### config.mk
export PLATFORM = sky130hd
export DESIGN_NAME = frame_builder_with_escape
export DESIGN_NICKNAME = d
export VERILOG_FILES = /design/src/hw/rtl/fbe_pkg.sv /design/src/hw/rtl/fbe_front.sv /design/src/hw/rtl/fbe_queue.sv /design/src/hw/rtl/fbe_back.sv /design/src/hw/rtl/frame_builder_with_escape.sv
export SDC_FILE = /design/constraint.sdc
export NUM_CORES = 1
export LEC_CHECK = 0
export BUFFER_PORTS_ARGS = -buffer_cell sky130_fd_sc_hd__buf_2
export CAP_MARGIN = 20
export CORE_MARGIN = 2
export CORE_UTILIZATION = 55
export CTS_BUF_LIST = sky130_fd_sc_hd__clkbuf_4 sky130_fd_sc_hd__clkbuf_8
export CTS_CLUSTER_DIAMETER = 80
export DETAILED_ROUTE_END_ITERATION = 8
export PLACE_DENSITY = 0.73
export SYNTH_ARGS = -nofsm -noshare
export SYNTH_HDL_FRONTEND = slang
export SYNTH_SLANG_ARGS = --single-unit
### constraint.sdc
create_clock -name clk_i -period 6.7 [get_ports clk_i]
set_input_delay 0.335 -clock clk_i [delete_from_list [all_inputs] [get_ports clk_i]]
set_output_delay 0.335 -clock clk_i [all_outputs]
set_load 0.005 [all_outputs]
### src/hw/rtl/fbe_pkg.sv
// ----------------------------------------------------------------------------
// fbe_pkg
// Types, constants and helpers of the transmit frame builder.
// ----------------------------------------------------------------------------
`default_nettype none

package fbe_pkg;

  // input word kinds
  localparam logic KindStart = 1'b0;
  localparam logic KindData  = 1'b1;

  // frame layout
  localparam int unsigned MinFrameBytesDef = 14;
  localparam int unsigned QueueDepthDef    = 2;
  localparam logic [7:0]  HeaderBytes      = 8'd4;
  localparam logic [7:0]  OffMarker        = 8'd0;
  localparam logic [7:0]  OffHdr1          = 8'd1;
  localparam logic [7:0]  OffHdr2          = 8'd2;
  localparam logic [7:0]  OffChecksum      = 8'd3;
  localparam logic [7:0]  StartMarkerRst   = 8'd126;

  // escaping rule
  localparam logic [3:0] EscType      = 4'd5;
  localparam logic [7:0] EscPrevA     = 8'd129;
  localparam logic [7:0] EscPrevB     = 8'd136;
  localparam logic [7:0] EscZeroIn    = 8'd0;
  localparam logic [7:0] EscZeroOut   = 8'd255;
  localparam logic [7:0] EscFlagIn    = 8'd168;
  localparam logic [7:0] EscFlagOut   = 8'd254;
  localparam logic [7:0] NibbleMask   = 8'h0F;

  // one queued job: an optional data word followed by an optional tail
  typedef struct packed {
    logic       has_data;
    logic       has_tail;
    logic [7:0] offset;
    logic [7:0] value;
    logic       replaced;
    logic [6:0] count;
    logic [7:0] total;
    logic [7:0] hdr1;
    logic [7:0] hdr2;
    logic [7:0] csum;
  } entry_t;

  function automatic logic [7:0] nib_sum(input logic [7:0] b);
    nib_sum = ((b >> 4) & NibbleMask) + (b & NibbleMask);
  endfunction

endpackage

`default_nettype wire

### src/hw/rtl/fbe_front.sv
// ----------------------------------------------------------------------------
// fbe_front
// Accepts start and data words, escapes data, keeps frame state, queues jobs.
// ----------------------------------------------------------------------------
`default_nettype none

module fbe_front (
  input  wire logic            clk_i,
  input  wire logic            rst_ni,
  input  wire logic            accept_i,
  input  wire logic            kind_i,
  input  wire logic [6:0]      frame_length_i,
  input  wire logic [4:0]      sequence_req_i,
  input  wire logic [3:0]      frame_type_i,
  input  wire logic            escape_enable_i,
  input  wire logic [7:0]      data_byte_i,
  output logic                 push_o,
  output fbe_pkg::entry_t      entry_o
);

  logic       active_q, active_d;
  logic [6:0] length_q, length_d;
  logic [7:0] hdr1_q, hdr1_d;
  logic [7:0] hdr2_q, hdr2_d;
  logic       esc_q, esc_d;
  logic [6:0] seen_q, seen_d;
  logic [7:0] prev_q, prev_d;
  logic [7:0] sum_q, sum_d;
  logic [6:0] reps_q, reps_d;

  logic [7:0] hdr1_n, hdr2_n, bval;
  logic       rep, last;

  always_comb begin
    hdr1_n = {frame_length_i, sequence_req_i[4]};
    hdr2_n = {sequence_req_i[3:0], frame_type_i};

    // escape check against the previous emitted byte
    bval = data_byte_i;
    rep  = 1'b0;
    if (esc_q && (seen_q != 7'd0)) begin
      if (((prev_q == fbe_pkg::EscPrevA) || (prev_q == fbe_pkg::EscPrevB)) &&
          (data_byte_i == fbe_pkg::EscZeroIn)) begin
        bval = fbe_pkg::EscZeroOut;
        rep  = 1'b1;
      end else if ((prev_q == fbe_pkg::EscPrevB) && (data_byte_i == fbe_pkg::EscFlagIn)) begin
        bval = fbe_pkg::EscFlagOut;
        rep  = 1'b1;
      end
    end

    active_d = active_q;
    length_d = length_q;
    hdr1_d   = hdr1_q;
    hdr2_d   = hdr2_q;
    esc_d    = esc_q;
    seen_d   = seen_q;
    prev_d   = prev_q;
    sum_d    = sum_q;
    reps_d   = reps_q;
    push_o   = 1'b0;
    last     = 1'b0;

    entry_o          = '0;
    entry_o.hdr1     = hdr1_q;
    entry_o.hdr2     = hdr2_q;
    entry_o.total    = {1'b0, length_q} + fbe_pkg::HeaderBytes;

    if (accept_i && (kind_i == fbe_pkg::KindStart)) begin
      length_d = frame_length_i;
      hdr1_d   = hdr1_n;
      hdr2_d   = hdr2_n;
      esc_d    = escape_enable_i && (frame_type_i == fbe_pkg::EscType);
      seen_d   = '0;
      prev_d   = '0;
      reps_d   = '0;
      sum_d    = fbe_pkg::nib_sum(hdr1_n) + fbe_pkg::nib_sum(hdr2_n);
      active_d = (frame_length_i != 7'd0);
      // empty frame: the tail goes out at once
      push_o         = (frame_length_i == 7'd0);
      entry_o.has_tail = 1'b1;
      entry_o.hdr1   = hdr1_n;
      entry_o.hdr2   = hdr2_n;
      entry_o.total  = fbe_pkg::HeaderBytes;
      entry_o.csum   = sum_d;
      entry_o.count  = '0;
    end else if (accept_i && active_q) begin
      reps_d   = reps_q + {6'd0, rep};
      sum_d    = sum_q + fbe_pkg::nib_sum(bval);
      prev_d   = bval;
      seen_d   = seen_q + 7'd1;
      last     = (seen_d == length_q);
      active_d = !last;
      push_o            = 1'b1;
      entry_o.has_data  = 1'b1;
      entry_o.has_tail  = last;
      entry_o.offset    = fbe_pkg::HeaderBytes + {1'b0, seen_q};
      entry_o.value     = bval;
      entry_o.replaced  = rep;
      entry_o.count     = reps_d;
      entry_o.csum      = sum_d;
    end
  end

  always_ff @(posedge clk_i or negedge rst_ni) begin
    if (!rst_ni) begin
      active_q <= 1'b0;
      length_q <= '0;
      hdr1_q   <= '0;
      hdr2_q   <= '0;
      esc_q    <= 1'b0;
      seen_q   <= '0;
      prev_q   <= '0;
      sum_q    <= '0;
      reps_q   <= '0;
    end else begin
      active_q <= active_d;
      length_q <= length_d;
      hdr1_q   <= hdr1_d;
      hdr2_q   <= hdr2_d;
      esc_q    <= esc_d;
      seen_q   <= seen_d;
      prev_q   <= prev_d;
      sum_q    <= sum_d;
      reps_q   <= reps_d;
    end
  end

endmodule

`default_nettype wire

### src/hw/rtl/fbe_queue.sv
// ----------------------------------------------------------------------------
// fbe_queue
// Small job queue between front and back.
// ----------------------------------------------------------------------------
`default_nettype none

module fbe_queue #(
  parameter int unsigned Depth = fbe_pkg::QueueDepthDef
) (
  input  wire logic            clk_i,
  input  wire logic            rst_ni,
  input  wire logic            push_i,
  input  fbe_pkg::entry_t      push_data_i,
  output logic                 full_o,
  input  wire logic            pop_i,
  output logic                 valid_o,
  output fbe_pkg::entry_t      head_o
);

  localparam int unsigned PtrW = (Depth > 1) ? $clog2(Depth) : 1;
  localparam int unsigned CntW = $clog2(Depth + 1);
  localparam logic [PtrW-1:0] PtrLast = PtrW'(Depth - 1);
  localparam logic [CntW-1:0] CntFull = CntW'(Depth);

  fbe_pkg::entry_t   mem_q [Depth];
  logic [PtrW-1:0]   wr_q, rd_q;
  logic [CntW-1:0]   cnt_q;
  logic              do_push, do_pop;

  assign full_o  = (cnt_q == CntFull);
  assign valid_o = (cnt_q != '0);
  assign head_o  = mem_q[rd_q];
  assign do_push = push_i && !full_o;
  assign do_pop  = pop_i && valid_o;

  always_ff @(posedge clk_i) begin
    if (do_push) begin
      mem_q[wr_q] <= push_data_i;
    end
  end

  always_ff @(posedge clk_i or negedge rst_ni) begin
    if (!rst_ni) begin
      wr_q  <= '0;
      rd_q  <= '0;
      cnt_q <= '0;
    end else begin
      if (do_push) begin
        wr_q <= (wr_q == PtrLast) ? '0 : wr_q + PtrW'(1);
      end
      if (do_pop) begin
        rd_q <= (rd_q == PtrLast) ? '0 : rd_q + PtrW'(1);
      end
      if (do_push && !do_pop) begin
        cnt_q <= cnt_q + CntW'(1);
      end else if (do_pop && !do_push) begin
        cnt_q <= cnt_q - CntW'(1);
      end
    end
  end

endmodule

`default_nettype wire

### src/hw/rtl/fbe_back.sv
// ----------------------------------------------------------------------------
// fbe_back
// Plays queued jobs out as words: data, then marker, header, checksum, pad.
// ----------------------------------------------------------------------------
`default_nettype none

module fbe_back #(
  parameter int unsigned MinFrameBytes = fbe_pkg::MinFrameBytesDef
) (
  input  wire logic            clk_i,
  input  wire logic            rst_ni,
  input  wire logic            cfg_we_i,
  input  wire logic [7:0]      cfg_wdata_i,
  input  wire logic            q_valid_i,
  input  fbe_pkg::entry_t      q_head_i,
  output logic                 q_pop_o,
  output logic                 out_valid_o,
  input  wire logic            out_ready_i,
  output logic [7:0]           offset_o,
  output logic [7:0]           value_o,
  output logic                 replaced_o,
  output logic [6:0]           replacement_count_o,
  output logic                 final_res_o
);

  localparam logic [7:0] MinBytes = 8'(MinFrameBytes);
  localparam logic [7:0] LastPad  = 8'(MinFrameBytes - 1);

  typedef enum logic [2:0] {
    PhHead, PhData, PhMark, PhHdr1, PhHdr2, PhSum, PhPad
  } phase_e;

  phase_e     ph_q, ph_d, eff;
  logic [7:0] pad_q, pad_d;
  logic [7:0] marker_q;
  logic       vld_q, vld_d;
  logic [7:0] off_q, off_d, val_q, val_d;
  logic       rep_q, rep_d, fin_q, fin_d;
  logic [6:0] cnt_q, cnt_d;
  logic       fire;

  assign fire = q_valid_i && (!vld_q || out_ready_i);

  always_comb begin
    if (ph_q == PhHead) begin
      eff = q_head_i.has_data ? PhData : PhMark;
    end else begin
      eff = ph_q;
    end

    ph_d    = ph_q;
    pad_d   = pad_q;
    vld_d   = vld_q && !out_ready_i;
    off_d   = off_q;
    val_d   = val_q;
    rep_d   = rep_q;
    fin_d   = fin_q;
    cnt_d   = cnt_q;
    q_pop_o = 1'b0;

    if (fire) begin
      vld_d = 1'b1;
      rep_d = 1'b0;
      fin_d = 1'b0;
      cnt_d = q_head_i.count;
      unique case (eff)
        PhData: begin
          off_d = q_head_i.offset;
          val_d = q_head_i.value;
          rep_d = q_head_i.replaced;
          if (q_head_i.has_tail) begin
            ph_d = PhMark;
          end else begin
            ph_d    = PhHead;
            q_pop_o = 1'b1;
          end
        end
        PhMark: begin
          off_d = fbe_pkg::OffMarker;
          val_d = marker_q;
          ph_d  = PhHdr1;
        end
        PhHdr1: begin
          off_d = fbe_pkg::OffHdr1;
          val_d = q_head_i.hdr1;
          ph_d  = PhHdr2;
        end
        PhHdr2: begin
          off_d = fbe_pkg::OffHdr2;
          val_d = q_head_i.hdr2;
          ph_d  = PhSum;
        end
        PhSum: begin
          off_d = fbe_pkg::OffChecksum;
          val_d = q_head_i.csum;
          if (q_head_i.total >= MinBytes) begin
            fin_d   = 1'b1;
            ph_d    = PhHead;
            q_pop_o = 1'b1;
          end else begin
            ph_d  = PhPad;
            pad_d = q_head_i.total;
          end
        end
        PhPad: begin
          off_d = pad_q;
          val_d = '0;
          if (pad_q == LastPad) begin
            fin_d   = 1'b1;
            ph_d    = PhHead;
            q_pop_o = 1'b1;
          end else begin
            pad_d = pad_q + 8'd1;
          end
        end
        default: begin
          ph_d = PhHead;
        end
      endcase
    end
  end

  always_ff @(posedge clk_i or negedge rst_ni) begin
    if (!rst_ni) begin
      ph_q     <= PhHead;
      pad_q    <= '0;
      marker_q <= fbe_pkg::StartMarkerRst;
      vld_q    <= 1'b0;
      off_q    <= '0;
      val_q    <= '0;
      rep_q    <= 1'b0;
      fin_q    <= 1'b0;
      cnt_q    <= '0;
    end else begin
      ph_q  <= ph_d;
      pad_q <= pad_d;
      if (cfg_we_i) begin
        marker_q <= cfg_wdata_i;
      end
      vld_q <= vld_d;
      off_q <= off_d;
      val_q <= val_d;
      rep_q <= rep_d;
      fin_q <= fin_d;
      cnt_q <= cnt_d;
    end
  end

  assign out_valid_o         = vld_q;
  assign offset_o            = off_q;
  assign value_o             = val_q;
  assign replaced_o          = rep_q;
  assign replacement_count_o = cnt_q;
  assign final_res_o         = fin_q;

endmodule

`default_nettype wire

### src/hw/rtl/frame_builder_with_escape.sv
// ----------------------------------------------------------------------------
// frame_builder_with_escape
// Transmit frame builder: escapes payload bytes, then appends marker, header,
// checksum and zero padding.
// ----------------------------------------------------------------------------
// a word passes through the job queue and then the back end output register
// throughput: one data word per unstalled cycle; a frame's tail adds 4 words plus
//   padding up to MinFrameBytes, one word per unstalled cycle from the back end
// the front keeps taking input while the job queue has room
// reset (async, active low): no frame open, queue empty, marker back to 126
`default_nettype none

module frame_builder_with_escape #(
  parameter int unsigned MinFrameBytes = fbe_pkg::MinFrameBytesDef
) (
  input  wire logic        clk_i,
  input  wire logic        rst_ni,
  // configuration: start marker value
  input  wire logic        cfg_we_i,
  input  wire logic [7:0]  cfg_wdata_i,
  // input word channel
  input  wire logic        in_valid_i,
  output logic             in_ready_o,
  input  wire logic        kind_i,
  input  wire logic [6:0]  frame_length_i,
  input  wire logic [4:0]  sequence_req_i,
  input  wire logic [3:0]  frame_type_i,
  input  wire logic        escape_enable_i,
  input  wire logic [7:0]  data_byte_i,
  // output word channel
  output logic             out_valid_o,
  input  wire logic        out_ready_i,
  output logic [7:0]       offset_o,
  output logic [7:0]       value_o,
  output logic             replaced_o,
  output logic [6:0]       replacement_count_o,
  output logic             final_res_o
);

  logic            q_full, q_valid, q_pop, push, accept;
  fbe_pkg::entry_t push_entry, head_entry;

  // a word is taken whenever the queue can hold a job
  assign in_ready_o = !q_full;
  assign accept     = in_valid_i && in_ready_o;

  // front: header latch, escaping, checksum, job build
  fbe_front u_front (
    .clk_i           (clk_i),
    .rst_ni          (rst_ni),
    .accept_i        (accept),
    .kind_i          (kind_i),
    .frame_length_i  (frame_length_i),
    .sequence_req_i  (sequence_req_i),
    .frame_type_i    (frame_type_i),
    .escape_enable_i (escape_enable_i),
    .data_byte_i     (data_byte_i),
    .push_o          (push),
    .entry_o         (push_entry)
  );

  // job queue decouples front and back
  fbe_queue #(
    .Depth (fbe_pkg::QueueDepthDef)
  ) u_queue (
    .clk_i       (clk_i),
    .rst_ni      (rst_ni),
    .push_i      (push),
    .push_data_i (push_entry),
    .full_o      (q_full),
    .pop_i       (q_pop),
    .valid_o     (q_valid),
    .head_o      (head_entry)
  );

  // back: word sequencer and output register
  fbe_back #(
    .MinFrameBytes (MinFrameBytes)
  ) u_back (
    .clk_i               (clk_i),
    .rst_ni              (rst_ni),
    .cfg_we_i            (cfg_we_i),
    .cfg_wdata_i         (cfg_wdata_i),
    .q_valid_i           (q_valid),
    .q_head_i            (head_entry),
    .q_pop_o             (q_pop),
    .out_valid_o         (out_valid_o),
    .out_ready_i         (out_ready_i),
    .offset_o            (offset_o),
    .value_o             (value_o),
    .replaced_o          (replaced_o),
    .replacement_count_o (replacement_count_o),
    .final_res_o         (final_res_o)
  );

endmodule

`default_nettype wire

==> results <==
- The run finished with clean final reports.
- The net switching share of the total power is a little over a third.
- At the pin with the least slew margin, the transition time is 0.9245 ns.
- The average wire length per cell after detail routing is around 19 um.
- After global routing the overflow that remains totals 0.
- Yosys mapped a number of flops with a built-in enable equal to between 100 and 150.
- The peak clock frequency supported by timing is around 230 MHz.
- After clock tree synthesis, the clock-pin slew on the worst setup and hold paths is 0.06 ns.
- Sequential cells were found to cover approximately three fifths of the synthesized design area.
- Counting every net in the synthesized netlist gives between 900 and 1000.
- The leading register cell type out of synthesis is sky130_fd_sc_hd__edfxtp_1.
- The instance count of the mapped netlist is between 800 and 900.
- The routed design uses 1726 um of met3 wire.
- The effective utilization at floorplan is a little under three fifths.
- The clock latency on the worst-skew pair is roughly 0.52 ns.
- The number of nets in the finished design is just over 1000.
- The vertical die dimension is ~140 um.
- After detailed placement, the design holds a cell count of about 1100.
- Setup slack closes at 2.430 ns.
- The post-detailed-routing wire length is between 20000 and 25000 um.
- The first routing iteration left roughly 500 violations.
- In this run, flip-flops and latches consume 41.7% of the power.
- The share of flip-flops with an asynchronous set or reset is a little under half.
- The worst-case hold slack is about 0.054 ns.
- In the final timing run, aggregate negative setup slack is 0 ns.
- The number of distinct standard cells referenced by the synthesized netlist is 59.
- The number of warning messages in the yosys log is 0.
- Of the post-synthesis cell area, the dominant cell type holds around a third.
- The power share of the combinational group is approximately a third.
- STA puts the critical path data required time at roughly 7.0 ns.
- Of all nets on the critical path, the largest fanout is 11.
- The via count of the first global-routing pass is between 6000 and 7000.
- The maximum number of pins on one net before global-route repair is 59.
- Cells with a size suffix above 1 make up 16.86% of the layout.
- The die covers ~0.02 mm^2.
- The highest layer touched by signal routing is met4.
- The met2 layer wire length in the routed design is about 10000 um.
- By count the netlist is led by sky130_fd_sc_hd__edfxtp_1, sky130_fd_sc_hd__dfrtp_1, sky130_fd_sc_hd__nor2_1, sky130_fd_sc_hd__nand2_1, sky130_fd_sc_hd__a21oi_1.
- Summed over all nets, the switching power comes to ~1.8 mW.
- The total leakage power is 4.834 nW.
- Routability-driven placement finished with a final weighted congestion of a little over 0.9.
- The number of optimization iterations in the first detailed-route pass is 6.
- The routed layout has around 7000 vias.
- For this block, wires on met1 add up to ~10000 um.
- The worst pin sits at a relative slew slack of a little under two fifths.
- The number of sinks driven by the clock tree is ~210.
- STA classifies the critical path startpoint as a flip-flop.
- The hold buffer count at cts is 1.
- The number of pins with negative max-slew slack in the final report came to 0.
- The final hold violation count is 0.
- The number of cells in the finished layout apart from fillers is 1196.
- The final antenna diode count is 0.
- The worst-case IR drop observed on VDD is roughly 0.42 mV.
- Once detailed placement completed, the half-perimeter wirelength came to 15510 um.
- The global-route usage over all layers is between 20% and 30%.
- The worst setup path is of the reg2reg kind.
- The max-cap check violation count is 0.
- A synthesized cell averages 11.55 um^2.
- The clock tree from TritonCTS is done.
- In this run the number of H-tree levels came out at 2.
- During placement, the flow inserted port buffers numbering between 60 and 70.
- Using the TritonRoute via totals, the vias-per-cell ratio works out to just under 6.
- The die is 139.6 um wide.
- The most frequent cell after synthesis is sky130_fd_sc_hd__edfxtp_1.
- Of all cell types, the one taking the most synthesized area is sky130_fd_sc_hd__edfxtp_1.
- The post-route fraction of the period consumed by the critical path is a little under two thirds.
- The critical path arrival is 4.52 ns.
- The cell area after synthesis is 0.01011 mm^2.
- The number of gates resized after CTS is 0.
- The pre-CTS setup slack is ~2.6 ns.
- The final critical delay including setup and external delays is 4.270 ns.
- The number of core rows is between 40 and 50.
- After synthesis, the cell types taking the most area are sky130_fd_sc_hd__edfxtp_1, sky130_fd_sc_hd__dfrtp_1, sky130_fd_sc_hd__ha_1, sky130_fd_sc_hd__mux2i_1, sky130_fd_sc_hd__nor2_1.
- The number of failing setup endpoints in the final timing report is 0.
- The count of filler cells inserted in the layout is about 1500.
- The clock skew after layout is 0.02731 ns.
- The buffer levels on the longest clock path is 3.
- The clock share of power is 23.9%.
- The root buffer cell chosen for the clock tree is sky130_fd_sc_hd__clkbuf_8.
- Once the clock tree was built, the setup fixing pass inserted 0 buffers.
- The internal power is around 3.2 mW.
- The wire length of the first global-routing pass is roughly 36000 um.
- The min-delay analysis places its worst path in the category in2reg.
- After routing the design area is 0.01137 mm^2.
- After detailed routing, the number of remaining DRC violations is 0.
- The layout overhead on the synthesized area is 12.53%.
- The total power divided by cell area is roughly 440 mW/mm^2.
- The TritonCTS buffer count is 35.
- The count of nets left with antenna violations after detail routing is 0.
- The area of placed instances is between 0.01 and 0.015 mm^2.
- The initial antenna violation count was 0.
- The worst setup path is captured at a flip-flop.
- Setup repair after global routing left no endpoint under its margin.
- The core outline area is between 0.015 and 0.02 mm^2.
- The I/O pin count is 66.
- The register bit total from synthesis is approximately 210.
-- per-stage QoR --
stage	total power, mW	utilization [%]
2_1_floorplan	3.280	-
3_3_place_gp	3.776	58.97
3_5_place_dp	3.823	58.97
4_1_cts	5.030	63.11
5_1_grt	5.333	63.11
6_report	5.012	63.11
-- registers in the layout (all words and copies together) (netlist names), 8 cells and up --
| register | count |
|---|---|
| u_front.prev_q | 8 |
| u_front.hdr1_q | 8 |
| u_back.pad_q | 8 |
| u_back.marker_q | 8 |
| u_queue.mem_q | 116 |
| u_front.hdr2_q | 8 |
| u_back.value_o | 8 |
| u_back.offset_o | 8 |
| u_front.sum_q | 8 |
-- worst max-delay path: stages (launching register included) --
cell                        delay (ns)
sky130_fd_sc_hd__dfrtp_1          0.53
sky130_fd_sc_hd__inv_1            0.08
sky130_fd_sc_hd__ha_1             0.20
sky130_fd_sc_hd__nand4bb_1        0.12
sky130_fd_sc_hd__o2111ai_1        0.14
sky130_fd_sc_hd__a21oi_1          0.64
sky130_fd_sc_hd__nor2_1           0.16
sky130_fd_sc_hd__inv_1            0.10
sky130_fd_sc_hd__ha_1             0.19
sky130_fd_sc_hd__fa_1             0.22
sky130_fd_sc_hd__xor2_1           0.16
sky130_fd_sc_hd__ha_1             0.29
sky130_fd_sc_hd__nor2b_1          0.15
sky130_fd_sc_hd__o21ai_0          0.27
sky130_fd_sc_hd__nand2b_1         0.11
sky130_fd_sc_hd__and3_1           0.20
sky130_fd_sc_hd__nor4_1           0.43
-- metal layers --
layer,up-vias,track usage (%)
met5,-,0
li1,3295,-
met4,0,9.158
met3,48,4.061
met2,281,35.32
met1,3357,35.12
-- path summary, 6_finish.rpt --
| check | endpoint | slack (ns) | depth (start not counted) | from |
|---|---|---|---|---|
| min | u_back.marker_q[5] | 0.05 | 2 | cfg_wdata_i[5] |
| min in group asynchronous | u_back.pad_q[2] | 0.40 | 2 | rst_ni |
| max | u_queue.mem_q[1][4] | 2.43 | 16 | u_front.seen_q[2] |
| max reg2reg | u_queue.mem_q[1][4] | 2.43 | 16 | u_front.seen_q[2] |
| max in group asynchronous | u_front.hdr2_q[2] | 5.17 | 3 | rst_ni |
| min reg2reg | u_back.replacement_count_o[3] | 0.48 | 2 | u_back.replacement_count_o[3] |
-- layout make-up --
| cell class | instances | area [um^2] | area share, % |
|---|---|---|---|
| Clock buffer | 47 | 596.8 | 5.247 |
| Clock inverter | 15 | 138.9 | 1.221 |
| Inverter | 26 | 97.59 | 0.8580 |
| Multi-Input combinational cell | 589 | 3915 | 34.42 |
| Sequential cell | 213 | 5919 | 52.04 |
| Tap cell | 229 | 286.5 | 2.519 |
| Timing Repair Buffer | 77 | 420.4 | 3.696 |
-- cells in the final DEF, fill, tap and decap left out, drive strengths merged, types with 3 or more instances in the layout --
master	n
edfxtp	116
nor2	91
dfrtp	91
nand2	87
buf	76
a21oi	51
clkbuf	47
o21ai	45
mux2i	36
ha	36
inv	26
a21o	25
xor2	21
xnor2	19
nand3	15
mux2	14
nor2b	13
and2	12
clkinv	12
nor3	10
o31ai	9
a2111oi	9
a22oi	9
a221oi	9
a31oi	8
o21a	7
a211oi	6
dfstp	6
nand2b	5
nor4	5
fa	5
or2	4
nand4	3
or3	3
bufinv	3
o211ai	3
-- power groups by stage --
stage          clock [mW]  sequential [mW]  combinational (mW)
6_report             1.20             2.09                1.73
5_1_grt              1.28             2.13                1.92
4_1_cts              1.22             2.09                1.72
3_5_place_dp            0             2.11                1.71
3_3_place_gp            0             2.10                1.68
2_1_floorplan           0             2.02                1.26
-- kinds of logic after synthesis --
kind of cell    share of synthesized area [%]
buf+inv                                 2.896
fa+ha+maj                               5.446
compound gates                          12.79
xor+xnor                                3.466
flops                                   58.55
simple gates                            11.66
mux                                     5.199
(Power assumes the default switching activity.)
